## src/rtl/round_robin_slice_scheduler_top_assert.svh

```systemverilog
`ifndef ROUND_ROBIN_SLICE_SCHEDULER_TOP_ASSERT_SVH
`define ROUND_ROBIN_SLICE_SCHEDULER_TOP_ASSERT_SVH
`ifndef SYNTHESIS
`define RRSS_ASSERT_IMPLY(label, clk, rst, ante, cons) \
   label: assert property (@(posedge clk) disable iff (rst) (ante) |-> (cons)) \
      else $error("rrss check failed");
`define RRSS_ASSERT_NEXT(label, clk, rst, ante, cons) \
   label: assert property (@(posedge clk) disable iff (rst) (ante) |=> (cons)) \
      else $error("rrss check failed");
`else
`define RRSS_ASSERT_IMPLY(label, clk, rst, ante, cons)
`define RRSS_ASSERT_NEXT(label, clk, rst, ante, cons)
`endif
`endif

```

## src/rtl/rrss_pkg.sv

```systemverilog
package rrss_pkg;

   localparam int BURST_W  = 16;
   localparam int CLOCK_W  = 21;
   localparam int START_W  = 20;
   localparam int ACC_W    = 24;
   localparam int WAIT_W   = 25;
   localparam int SLOT_O_W = 4;
   localparam int COUNT_W  = 5;
   localparam logic [BURST_W-1:0] QUANTUM_RESET = 16'd10;

   typedef enum logic [2:0] {
      ST_IDLE,
      ST_ADD,
      ST_SCAN,
      ST_CALC,
      ST_COMMIT,
      ST_EMIT
   } state_type;

   typedef enum logic [1:0] {
      KIND_ADD,
      KIND_FULL,
      KIND_NONE,
      KIND_RUN
   } kind_type;

   typedef struct packed {
      logic     capture;
      logic     add_commit;
      logic     scan_step;
      logic     calc;
      logic     commit;
      logic     emit;
      kind_type kind;
   } cmd_type;

   typedef struct packed {
      logic table_full;
      logic scan_hit;
      logic scan_last;
   } status_type;

endpackage

```

## src/rtl/rrss_ctrl.sv

```systemverilog
module rrss_ctrl (
   input  logic                clock,
   input  logic                reset,
   input  logic                start,
   input  logic                run_req,
   input  rrss_pkg::status_type status,
   output rrss_pkg::cmd_type   cmd,
   output logic                busy
);

   rrss_pkg::state_type state_ff, state_in;
   rrss_pkg::kind_type  kind_ff, kind_in;

   always_ff @(posedge clock) begin
      if (reset) begin
         state_ff <= rrss_pkg::ST_IDLE;
         kind_ff  <= rrss_pkg::KIND_ADD;
      end else begin
         state_ff <= state_in;
         kind_ff  <= kind_in;
      end
   end

   always_comb begin
      state_in = state_ff;
      unique case (state_ff)
         rrss_pkg::ST_IDLE: begin
            if (start) begin
               state_in = run_req ? rrss_pkg::ST_SCAN : rrss_pkg::ST_ADD;
            end
         end
         rrss_pkg::ST_ADD:    state_in = rrss_pkg::ST_EMIT;
         rrss_pkg::ST_SCAN: begin
            priority if (status.scan_hit) begin
               state_in = rrss_pkg::ST_CALC;
            end else if (status.scan_last) begin
               state_in = rrss_pkg::ST_EMIT;
            end
         end
         rrss_pkg::ST_CALC:   state_in = rrss_pkg::ST_COMMIT;
         rrss_pkg::ST_COMMIT: state_in = rrss_pkg::ST_EMIT;
         rrss_pkg::ST_EMIT:   state_in = rrss_pkg::ST_IDLE;
         default:             state_in = rrss_pkg::ST_IDLE;
      endcase
   end

   always_comb begin
      cmd      = '0;
      cmd.kind = kind_ff;
      kind_in  = kind_ff;
      busy     = 1'b1;
      unique case (state_ff)
         rrss_pkg::ST_IDLE: begin
            busy        = 1'b0;
            cmd.capture = start;
         end
         rrss_pkg::ST_ADD: begin
            cmd.add_commit = 1'b1;
            kind_in = status.table_full ? rrss_pkg::KIND_FULL : rrss_pkg::KIND_ADD;
         end
         rrss_pkg::ST_SCAN: begin
            priority if (status.scan_hit) begin
               kind_in = rrss_pkg::KIND_RUN;
            end else if (status.scan_last) begin
               kind_in = rrss_pkg::KIND_NONE;
            end else begin
               cmd.scan_step = 1'b1;
            end
         end
         rrss_pkg::ST_CALC:   cmd.calc   = 1'b1;
         rrss_pkg::ST_COMMIT: cmd.commit = 1'b1;
         rrss_pkg::ST_EMIT:   cmd.emit   = 1'b1;
         default:             busy       = 1'b1;
      endcase
   end

endmodule

```

## src/rtl/rrss_datapath.sv

```systemverilog
module rrss_datapath #(
   parameter int MAX_TASKS = 16
) (
   input  logic                                clock,
   input  logic                                reset,
   input  rrss_pkg::cmd_type                   cmd,
   output rrss_pkg::status_type                status,
   input  logic                                csr_write,
   input  logic [rrss_pkg::BURST_W-1:0]        csr_quantum,
   input  logic [rrss_pkg::BURST_W-1:0]        req_burst_length,
   output logic                                rsp_valid,
   output logic [rrss_pkg::SLOT_O_W-1:0]       rsp_task_slot,
   output logic [rrss_pkg::BURST_W-1:0]        rsp_slice_length,
   output logic [rrss_pkg::START_W-1:0]        rsp_slice_start,
   output logic                                rsp_task_finished,
   output logic                                rsp_all_done,
   output logic                                rsp_table_full,
   output logic [rrss_pkg::COUNT_W-1:0]        rsp_task_count,
   output logic [rrss_pkg::ACC_W-1:0]          rsp_sum_turnaround,
   output logic [rrss_pkg::ACC_W-1:0]          rsp_sum_waiting,
   output logic [rrss_pkg::ACC_W-1:0]          rsp_sum_response
);

   localparam int SLOT_W = $clog2(MAX_TASKS);
   localparam int WP_W   = $clog2(MAX_TASKS + 1);
   localparam logic [SLOT_W-1:0] LAST_SLOT = SLOT_W'(MAX_TASKS - 1);
   localparam logic [WP_W-1:0]   TASKS_WP  = WP_W'(MAX_TASKS);

   localparam int BW = rrss_pkg::BURST_W;
   localparam int CW = rrss_pkg::CLOCK_W;
   localparam int AW = rrss_pkg::ACC_W;
   localparam int WW = rrss_pkg::WAIT_W;

   logic [BW-1:0]        rem_mem [MAX_TASKS];
   logic [BW-1:0]        rd_data_ff;
   logic                 mem_we;
   logic [SLOT_W-1:0]    mem_addr;
   logic [BW-1:0]        mem_wdata;

   logic [BW-1:0]        quantum_ff;
   logic [BW-1:0]        burst_ff;
   logic [WP_W-1:0]      wp_ff;
   logic [SLOT_W-1:0]    tp_ff;
   logic [SLOT_W-1:0]    scan_ptr_ff, scan_ptr_in;
   logic [SLOT_W-1:0]    scan_cnt_ff;
   logic [MAX_TASKS-1:0] live_ff;
   logic [MAX_TASKS-1:0] started_ff;
   logic [CW-1:0]        clock_ff;
   logic [AW-1:0]        turn_ff;
   logic [WW-1:0]        wait_ff;
   logic [AW-1:0]        resp_ff;
   logic [BW-1:0]        slice_ff;
   logic [CW-1:0]        start_ff;
   logic [BW-1:0]        rem_next_ff;
   logic                 fin_ff;

   logic [BW-1:0]        q_eff;
   logic [BW-1:0]        slice_in;
   logic                 table_full;
   logic                 done_now;
   logic [SLOT_W-1:0]    slot_next;
   logic [SLOT_W+3:0]    slot_ext;
   logic [WP_W+4:0]      count_ext;

   assign table_full = (wp_ff >= TASKS_WP);
   assign q_eff      = (quantum_ff == '0) ? BW'(1) : quantum_ff;
   assign slice_in   = (rd_data_ff < q_eff) ? rd_data_ff : q_eff;
   assign done_now   = (rem_next_ff == '0);
   assign slot_next  = (scan_ptr_ff == LAST_SLOT) ? '0 : scan_ptr_ff + SLOT_W'(1);
   assign scan_ptr_in = cmd.capture ? tp_ff : slot_next;

   assign status.table_full = table_full;
   assign status.scan_hit   = live_ff[scan_ptr_ff];
   assign status.scan_last  = (scan_cnt_ff == LAST_SLOT);

   assign mem_we    = (cmd.add_commit && !table_full) || cmd.commit;
   assign mem_addr  = cmd.commit ? scan_ptr_ff : wp_ff[SLOT_W-1:0];
   assign mem_wdata = cmd.commit ? rem_next_ff : burst_ff;

   always_ff @(posedge clock) begin
      if (mem_we) begin
         rem_mem[mem_addr] <= mem_wdata;
      end
      rd_data_ff <= rem_mem[scan_ptr_ff];
   end

   always_ff @(posedge clock) begin
      if (cmd.capture) begin
         burst_ff <= req_burst_length;
      end
      if (cmd.calc) begin
         slice_ff    <= slice_in;
         start_ff    <= clock_ff;
         rem_next_ff <= rd_data_ff - slice_in;
      end
   end

   always_ff @(posedge clock) begin
      if (reset) begin
         quantum_ff  <= rrss_pkg::QUANTUM_RESET;
         wp_ff       <= '0;
         tp_ff       <= '0;
         scan_ptr_ff <= '0;
         scan_cnt_ff <= '0;
         live_ff     <= '0;
         started_ff  <= '0;
         clock_ff    <= '0;
         turn_ff     <= '0;
         wait_ff     <= '0;
         resp_ff     <= '0;
         fin_ff      <= 1'b0;
      end else begin
         if (csr_write) begin
            quantum_ff <= csr_quantum;
         end
         if (cmd.capture || cmd.scan_step) begin
            scan_ptr_ff <= scan_ptr_in;
            scan_cnt_ff <= cmd.capture ? '0 : scan_cnt_ff + SLOT_W'(1);
         end
         if (cmd.add_commit && !table_full) begin
            live_ff[wp_ff[SLOT_W-1:0]]    <= 1'b1;
            started_ff[wp_ff[SLOT_W-1:0]] <= 1'b0;
            wp_ff <= wp_ff + WP_W'(1);
         end
         if (cmd.calc) begin
            clock_ff <= clock_ff + CW'(slice_in);
            if (!started_ff[scan_ptr_ff]) begin
               started_ff[scan_ptr_ff] <= 1'b1;
               resp_ff <= resp_ff + AW'(clock_ff);
               wait_ff <= wait_ff - WW'(rd_data_ff);
            end
         end
         if (cmd.commit) begin
            fin_ff <= done_now;
            tp_ff  <= slot_next;
            if (done_now) begin
               live_ff[scan_ptr_ff] <= 1'b0;
               turn_ff <= turn_ff + AW'(clock_ff);
               wait_ff <= wait_ff + WW'(clock_ff);
            end
         end
      end
   end

   always_ff @(posedge clock) begin
      if (reset) begin
         rsp_valid <= 1'b0;
      end else begin
         rsp_valid <= cmd.emit;
      end
   end

   assign slot_ext  = {4'b0, scan_ptr_ff};
   assign count_ext = {5'b0, wp_ff};

   always_ff @(posedge clock) begin
      if (cmd.emit) begin
         rsp_task_count     <= count_ext[rrss_pkg::COUNT_W-1:0];
         rsp_sum_turnaround <= turn_ff;
         rsp_sum_waiting    <= wait_ff[AW-1:0];
         rsp_sum_response   <= resp_ff;
         unique case (cmd.kind)
            rrss_pkg::KIND_RUN: begin
               rsp_task_slot     <= slot_ext[rrss_pkg::SLOT_O_W-1:0];
               rsp_slice_length  <= slice_ff;
               rsp_slice_start   <= start_ff[rrss_pkg::START_W-1:0];
               rsp_task_finished <= fin_ff;
               rsp_all_done      <= 1'b0;
               rsp_table_full    <= 1'b0;
            end
            rrss_pkg::KIND_ADD: begin
               rsp_task_slot     <= count_ext[rrss_pkg::SLOT_O_W-1:0]
                                    - rrss_pkg::SLOT_O_W'(1);
               rsp_slice_length  <= '0;
               rsp_slice_start   <= clock_ff[rrss_pkg::START_W-1:0];
               rsp_task_finished <= 1'b0;
               rsp_all_done      <= 1'b0;
               rsp_table_full    <= 1'b0;
            end
            rrss_pkg::KIND_FULL: begin
               rsp_task_slot     <= '0;
               rsp_slice_length  <= '0;
               rsp_slice_start   <= clock_ff[rrss_pkg::START_W-1:0];
               rsp_task_finished <= 1'b0;
               rsp_all_done      <= 1'b0;
               rsp_table_full    <= 1'b1;
            end
            rrss_pkg::KIND_NONE: begin
               rsp_task_slot     <= '0;
               rsp_slice_length  <= '0;
               rsp_slice_start   <= clock_ff[rrss_pkg::START_W-1:0];
               rsp_task_finished <= 1'b0;
               rsp_all_done      <= 1'b1;
               rsp_table_full    <= 1'b0;
            end
            default: begin
               rsp_task_slot     <= '0;
               rsp_slice_length  <= '0;
               rsp_slice_start   <= '0;
               rsp_task_finished <= 1'b0;
               rsp_all_done      <= 1'b0;
               rsp_table_full    <= 1'b0;
            end
         endcase
      end
   end

endmodule

```

## src/rtl/round_robin_slice_scheduler_top.sv

```systemverilog
// Round-robin time-slice scheduler.
// Request: pulse start with req_operation (0 add task, 1 run one slice) and
// req_burst_length while busy is low; the word is taken at that edge.
// Response: one word on the rsp_ ports, marked by rsp_valid for exactly one
// cycle; the receiver cannot hold it off, so it must sample on that cycle.
// Configuration: csr_quantum is written when csr_valid and csr_ready are
// high; csr_ready is always high. Write only while the block is idle.
// Sequence, from the accepting edge to the rsp_valid cycle:
//   add: state ADD, then EMIT, then rsp_valid.
//   run: states SCAN, CALC, COMMIT and EMIT, k being the empty slots skipped from the turn
//        pointer, 0 to MAX_TASKS - 1; the scan tests one slot per cycle.
//   run with no live task: SCAN over every slot, then EMIT.
// busy falls in the rsp_valid cycle, so a new word may start there.
// Reset clears the slot live flags, pointers, clock, totals and sets quantum to 10.
`include "round_robin_slice_scheduler_top_assert.svh"
module round_robin_slice_scheduler_top #(
   parameter int MAX_TASKS = 16
) (
   input  logic                          clock,
   input  logic                          reset,
   input  logic                          start,
   output logic                          busy,
   input  logic                          req_operation,
   input  logic [rrss_pkg::BURST_W-1:0]  req_burst_length,
   input  logic                          csr_valid,
   output logic                          csr_ready,
   input  logic [rrss_pkg::BURST_W-1:0]  csr_quantum,
   output logic                          rsp_valid,
   output logic [rrss_pkg::SLOT_O_W-1:0] rsp_task_slot,
   output logic [rrss_pkg::BURST_W-1:0]  rsp_slice_length,
   output logic [rrss_pkg::START_W-1:0]  rsp_slice_start,
   output logic                          rsp_task_finished,
   output logic                          rsp_all_done,
   output logic                          rsp_table_full,
   output logic [rrss_pkg::COUNT_W-1:0]  rsp_task_count,
   output logic [rrss_pkg::ACC_W-1:0]    rsp_sum_turnaround,
   output logic [rrss_pkg::ACC_W-1:0]    rsp_sum_waiting,
   output logic [rrss_pkg::ACC_W-1:0]    rsp_sum_response
);

   rrss_pkg::cmd_type    cmd;
   rrss_pkg::status_type status;

   assign csr_ready = 1'b1;

   rrss_ctrl u_ctrl (
      .clock   (clock),
      .reset   (reset),
      .start   (start),
      .run_req (req_operation),
      .status  (status),
      .cmd     (cmd),
      .busy    (busy)
   );

   rrss_datapath #(
      .MAX_TASKS (MAX_TASKS)
   ) u_datapath (
      .clock              (clock),
      .reset              (reset),
      .cmd                (cmd),
      .status             (status),
      .csr_write          (csr_valid && csr_ready),
      .csr_quantum        (csr_quantum),
      .req_burst_length   (req_burst_length),
      .rsp_valid          (rsp_valid),
      .rsp_task_slot      (rsp_task_slot),
      .rsp_slice_length   (rsp_slice_length),
      .rsp_slice_start    (rsp_slice_start),
      .rsp_task_finished  (rsp_task_finished),
      .rsp_all_done       (rsp_all_done),
      .rsp_table_full     (rsp_table_full),
      .rsp_task_count     (rsp_task_count),
      .rsp_sum_turnaround (rsp_sum_turnaround),
      .rsp_sum_waiting    (rsp_sum_waiting),
      .rsp_sum_response   (rsp_sum_response)
   );

   `RRSS_ASSERT_NEXT(a_accept_busy, clock, reset, start && !busy, busy)
   `RRSS_ASSERT_IMPLY(a_rsp_idle, clock, reset, rsp_valid, !busy)
   `RRSS_ASSERT_NEXT(a_rsp_single, clock, reset, rsp_valid, !rsp_valid)
   `RRSS_ASSERT_IMPLY(a_done_empty, clock, reset, rsp_valid && rsp_all_done,
      rsp_slice_length == '0 && !rsp_task_finished && !rsp_table_full)

endmodule

```

## config.mk

```make
export PLATFORM = sky130hd
export DESIGN_NAME = round_robin_slice_scheduler_top
export DESIGN_NICKNAME = d
export VERILOG_FILES = /design/src/rtl/rrss_pkg.sv /design/src/rtl/rrss_ctrl.sv /design/src/rtl/rrss_datapath.sv /design/src/rtl/round_robin_slice_scheduler_top.sv
export VERILOG_INCLUDE_DIRS = /design/src /design/src/rtl
export SDC_FILE = /design/constraint.sdc
export NUM_CORES = 1
export LEC_CHECK = 0
export BUFFER_PORTS_ARGS = -buffer_cell sky130_fd_sc_hd__buf_2
export CAP_MARGIN = 20
export CORE_ASPECT_RATIO = 1.75
export CORE_MARGIN = 2
export CORE_UTILIZATION = 50
export DETAILED_ROUTE_END_ITERATION = 6
export PLACE_DENSITY = 0.67
export SLEW_MARGIN = 15
export SYNTH_ARGS = -nofsm -noshare
export SYNTH_HDL_FRONTEND = slang
export SYNTH_HIERARCHICAL = 1
export SYNTH_SLANG_ARGS = --single-unit
```

## constraint.sdc

```tcl
create_clock -name clock -period 12.15 [get_ports clock]
set_input_delay 0 -clock clock [delete_from_list [all_inputs] [get_ports clock]]
set_output_delay 0 -clock clock [all_outputs]
set_load 0.02 [all_outputs]
```

==> impl_metrics.csv <==
group,metric,value,unit
synthesis,syn_avg_cell_area,12.81,um^2
finish,fin_cells,3297,
setup_path,required,12.51,ns
routing,firstDrtPassIters,5,
cts,htree_levels,2,
grt,grt_pass1_wl,114.0,mm
die,fp.dieW,186.3,um
grt,grt_max_degree,81,
cts,clockBufferDepth,3,
pwr,p_int,0.003932,W
hold_path,min_path_type,"in -> reg",
routing,antenna_left,0,
timing,drv_slew,0,
synthesis,syn-num-nets,2447,
synthesis,yosysSeqAreaShare,0.5833,
synthesis,yosys_warnings,6,
cts,cts_buffers,56,
die,core,0.05782,mm^2
pwr,clockPowerShare,0.321,
finish,area_growth,14.18,%
placement,dpl.hpwl,51.42,mm
cts,insertion_delay,0.63,ns
placement,place.gp.congestion,0.9201,
finish,layout-drive-gt1-share,0.1842,
timing,skew,0.02131,ns
cts,clk_pin_slew_worst_paths,0.07,ns
finish,layout_commonest_cell,"edfxtp_1",
job,max-cap-violations,0,
pwr,p_leak,12.18,nW
setup_path,cp.arrival,5.77,ns
die,fp-row-count,117,
die,die_h,323.0,um
synthesis,synth_area_leaders,"edfxtp_1 46%, dfxtp_1 12%, mux4_2 7.0%",
cts,cts_resized,0,
synthesis,synth-edff-count,444,
timing,slew_headroom,0.2739,
routing,remaining_drc_errors,0,
routing,num_vias,19460,
synthesis,synth_top_area_frac,0.4587,
timing,rsz0062_at_grt,"false",
finish,stdcell_area,0.03319,mm^2
die,pin_count,160,
cts,cts_tree,"done",
routing,wl,75.26,mm
grt,grt_pass1_vias,19910,
setup_path,cpPeakStageDelay,0.53,ns
setup_path,cpMostUsedCell,"o21ai_0",
routing,wl_per_cell,22.83,um
finish,diodes,0,
setup_path,startpoint_type,"flop",
pwr,ir_drop,0.0001148,V
cts,clock_sinks,625,
timing,finalSetupViolCount,0,
routing,avgViaCountPerCell,5.904,
setup_path,worstSetupPathType,"reg -> reg",
synthesis,synth_cell_types,81,
pwr,switchingPower,0.001598,W
setup_path,cp_top_family,"compound AO/OA/AOI/OAI gates",
timing,finalHoldViolations,0,
grt,grt_usage,0.2534,
grt,antenna_found_initial,0,
setup_path,crit_slowest_cell,"o32ai_1",
grt,overflow,0,
placement,dpl_worst_slack,6.784,ns
synthesis,synth_seq_cells,625,
pwr,swShare,0.2889,
placement,placed_area,0.03081,mm^2
timing,worst_slew_pin_slew,1.079,ns
synthesis,synthFlopType,"edfxtp_1",
timing,setup_slack,6.743,ns
setup_path,crit_fanout,46,
timing,fmax,184.9,MHz
pwr,combPwrFrac,0.215,
synthesis,synthArstFlopShare,0,
finish,final_cell_mix,"444 x edfxtp_1, 179 x dfxtp_1, 162 x a21oi_1",
setup_path,crit_chain,"nor4_1 -> a41oi_1 -> o21ai_0 -> nand3_1 -> a221o_1 -> a31oi_4 -> buf_4 -> nor2_1 -> a21oi_1 -> ha_1 -> nor2b_1 -> o31a_1 -> o32ai_1 -> o21ai_0 -> nand2_1 -> a211oi_1 -> a211o_1 -> xnor2_1",
setup_path,critPathBufInv,1,
timing,period_needed,5.407,ns
routing,drt_iter0_markers,1390,
setup_path,cp-end-kind,"flop",
die,dieArea,0.06016,mm^2
cts,cts_root_buf,"clkbuf_16",
pwr,power.density,166.6,mW/mm^2
synthesis,netlist_area,0.02907,mm^2
timing,min_period_over_period,0.4450,
finish,fin_nets,2656,
synthesis,yosys.area.top_type,"edfxtp_1",
placement,dp.cells,3139,
synthesis,netlist_instances,2269,
placement,portBuffers,158,
finish,fillers,4678,
pwr,seqPwrFrac,0.464,
status,status,"completed",
timing,setup_tns,0,ns
die,start_util,0.5027,
==> cells by family (layout without fill, tap and decap cells) <==
kind of cell | after synthesis | in the layout | synth area share
xor+xnor | 93 | 93 | 0.02802
compound gates | 503 | 503 | 0.1118
fa+ha+maj | 141 | 141 | 0.06224
buf+inv | 172 | 427 | 0.02367
other cells | 1 | 1 | 0.0001290
flops | 625 | 625 | 0.5833
mux | 158 | 158 | 0.09483
simple gates | 576 | 576 | 0.09595
==> sequential cells by signal, indices dropped and copies added, names as in the netlist, 20 cells and up <==
| signal | count |
|---|---|
| u_datapath/rem_mem | 256 |
| u_datapath/resp_ff | 24 |
| u_datapath/rsp_sum_response | 24 |
| u_datapath/rsp_sum_turnaround | 24 |
| u_datapath/rsp_sum_waiting | 24 |
| u_datapath/turn_ff | 24 |
| u_datapath/wait_ff | 24 |
| u_datapath/clock_ff | 21 |
| u_datapath/rsp_slice_start | 20 |
| u_datapath/start_ff | 20 |
==> worst paths after layout <==
| kind | slack, ns | end | startpoint | cells past startpoint |
|---|---|---|---|---|
| max | 6.74 | u_datapath/rem_next_ff[15] | u_datapath/quantum_ff[7] | 18 |
| min | 0.08 | u_datapath/burst_ff[8] | req_burst_length[8] | 2 |
| max reg2reg | 6.74 | u_datapath/rem_next_ff[15] | u_datapath/quantum_ff[7] | 18 |
| min reg2reg | 0.47 | u_datapath/rsp_sum_response[18] | u_datapath/resp_ff[18] | 0 |
==> per-stage QoR <==
stage	power [W]	utilization	hold slack (ns)
2_1_floorplan	0.003431	-	0.06886
3_3_place_gp	0.003750	0.5328	0.1782
3_5_place_dp	0.003781	0.5328	0.1781
4_1_cts	0.005571	0.5740	0.04351
5_1_grt	0.005774	0.5740	0.07948
6_report	0.005530	0.5740	0.08277
==> Yosys cell counts, drive strengths merged (36+ instances only) <==
| cell type | number |
|---|---|
| o21ai | 79 |
| and3 | 36 |
| mux2 | 39 |
| clkbuf | 76 |
| nand2 | 139 |
| a21oi | 162 |
| ha | 135 |
| nand3 | 49 |
| dfxtp | 181 |
| a211oi | 40 |
| edfxtp | 444 |
| xnor2 | 57 |
| inv | 70 |
| mux4 | 90 |
| a21o | 44 |
| nor3 | 42 |
| nor2 | 172 |
| xor2 | 36 |
==> cell type report <==
cell class              count  area (um^2)  area share
repair buffers            253         1642     0.04946
flip-flops and latches    625        16960      0.5110
clock buffers              75         1554     0.04682
well taps                 773        967.2     0.02914
multi-input cells        1472        11510      0.3469
clock inverters            29        289.0    0.008708
inverters                  70        262.8    0.007916
==> worst register-to-register path: cells and delay by family, from the launching register on <==
family / cells / cell delay, ns
buf+inv: 1 / 0.42
compound gates: 10 / 2.90
flops: 1 / 0.33
xor+xnor: 1 / 0.12
fa+ha+maj: 1 / 0.35
simple gates: 5 / 1.03
==> power groups by stage <==
stage	Combinational [W]	Clock (W)	Sequential, W
2_1_floorplan	0.000844	0	0.00259
3_3_place_gp	0.00114	0	0.00261
3_5_place_dp	0.00117	0	0.00261
4_1_cts	0.00119	0.00181	0.00257
5_1_grt	0.00131	0.00189	0.00258
6_report	0.00119	0.00177	0.00257
==> metal layers <==
metal,GRT usage,up-vias,routed length (um)
met5,0,-,0
met4,0.1643,0,5436
met3,0.03220,237,3171
met2,0.4658,583,39730
met1,0.2691,9586,26930
li1,-,9058,-
==> repair_timing <==
action | CTS | global route
hold endpoints to repair | 53 | 0
buffers inserted | 0 | 0
hold buffers | 54 | 0
(Power assumes the default switching activity.)
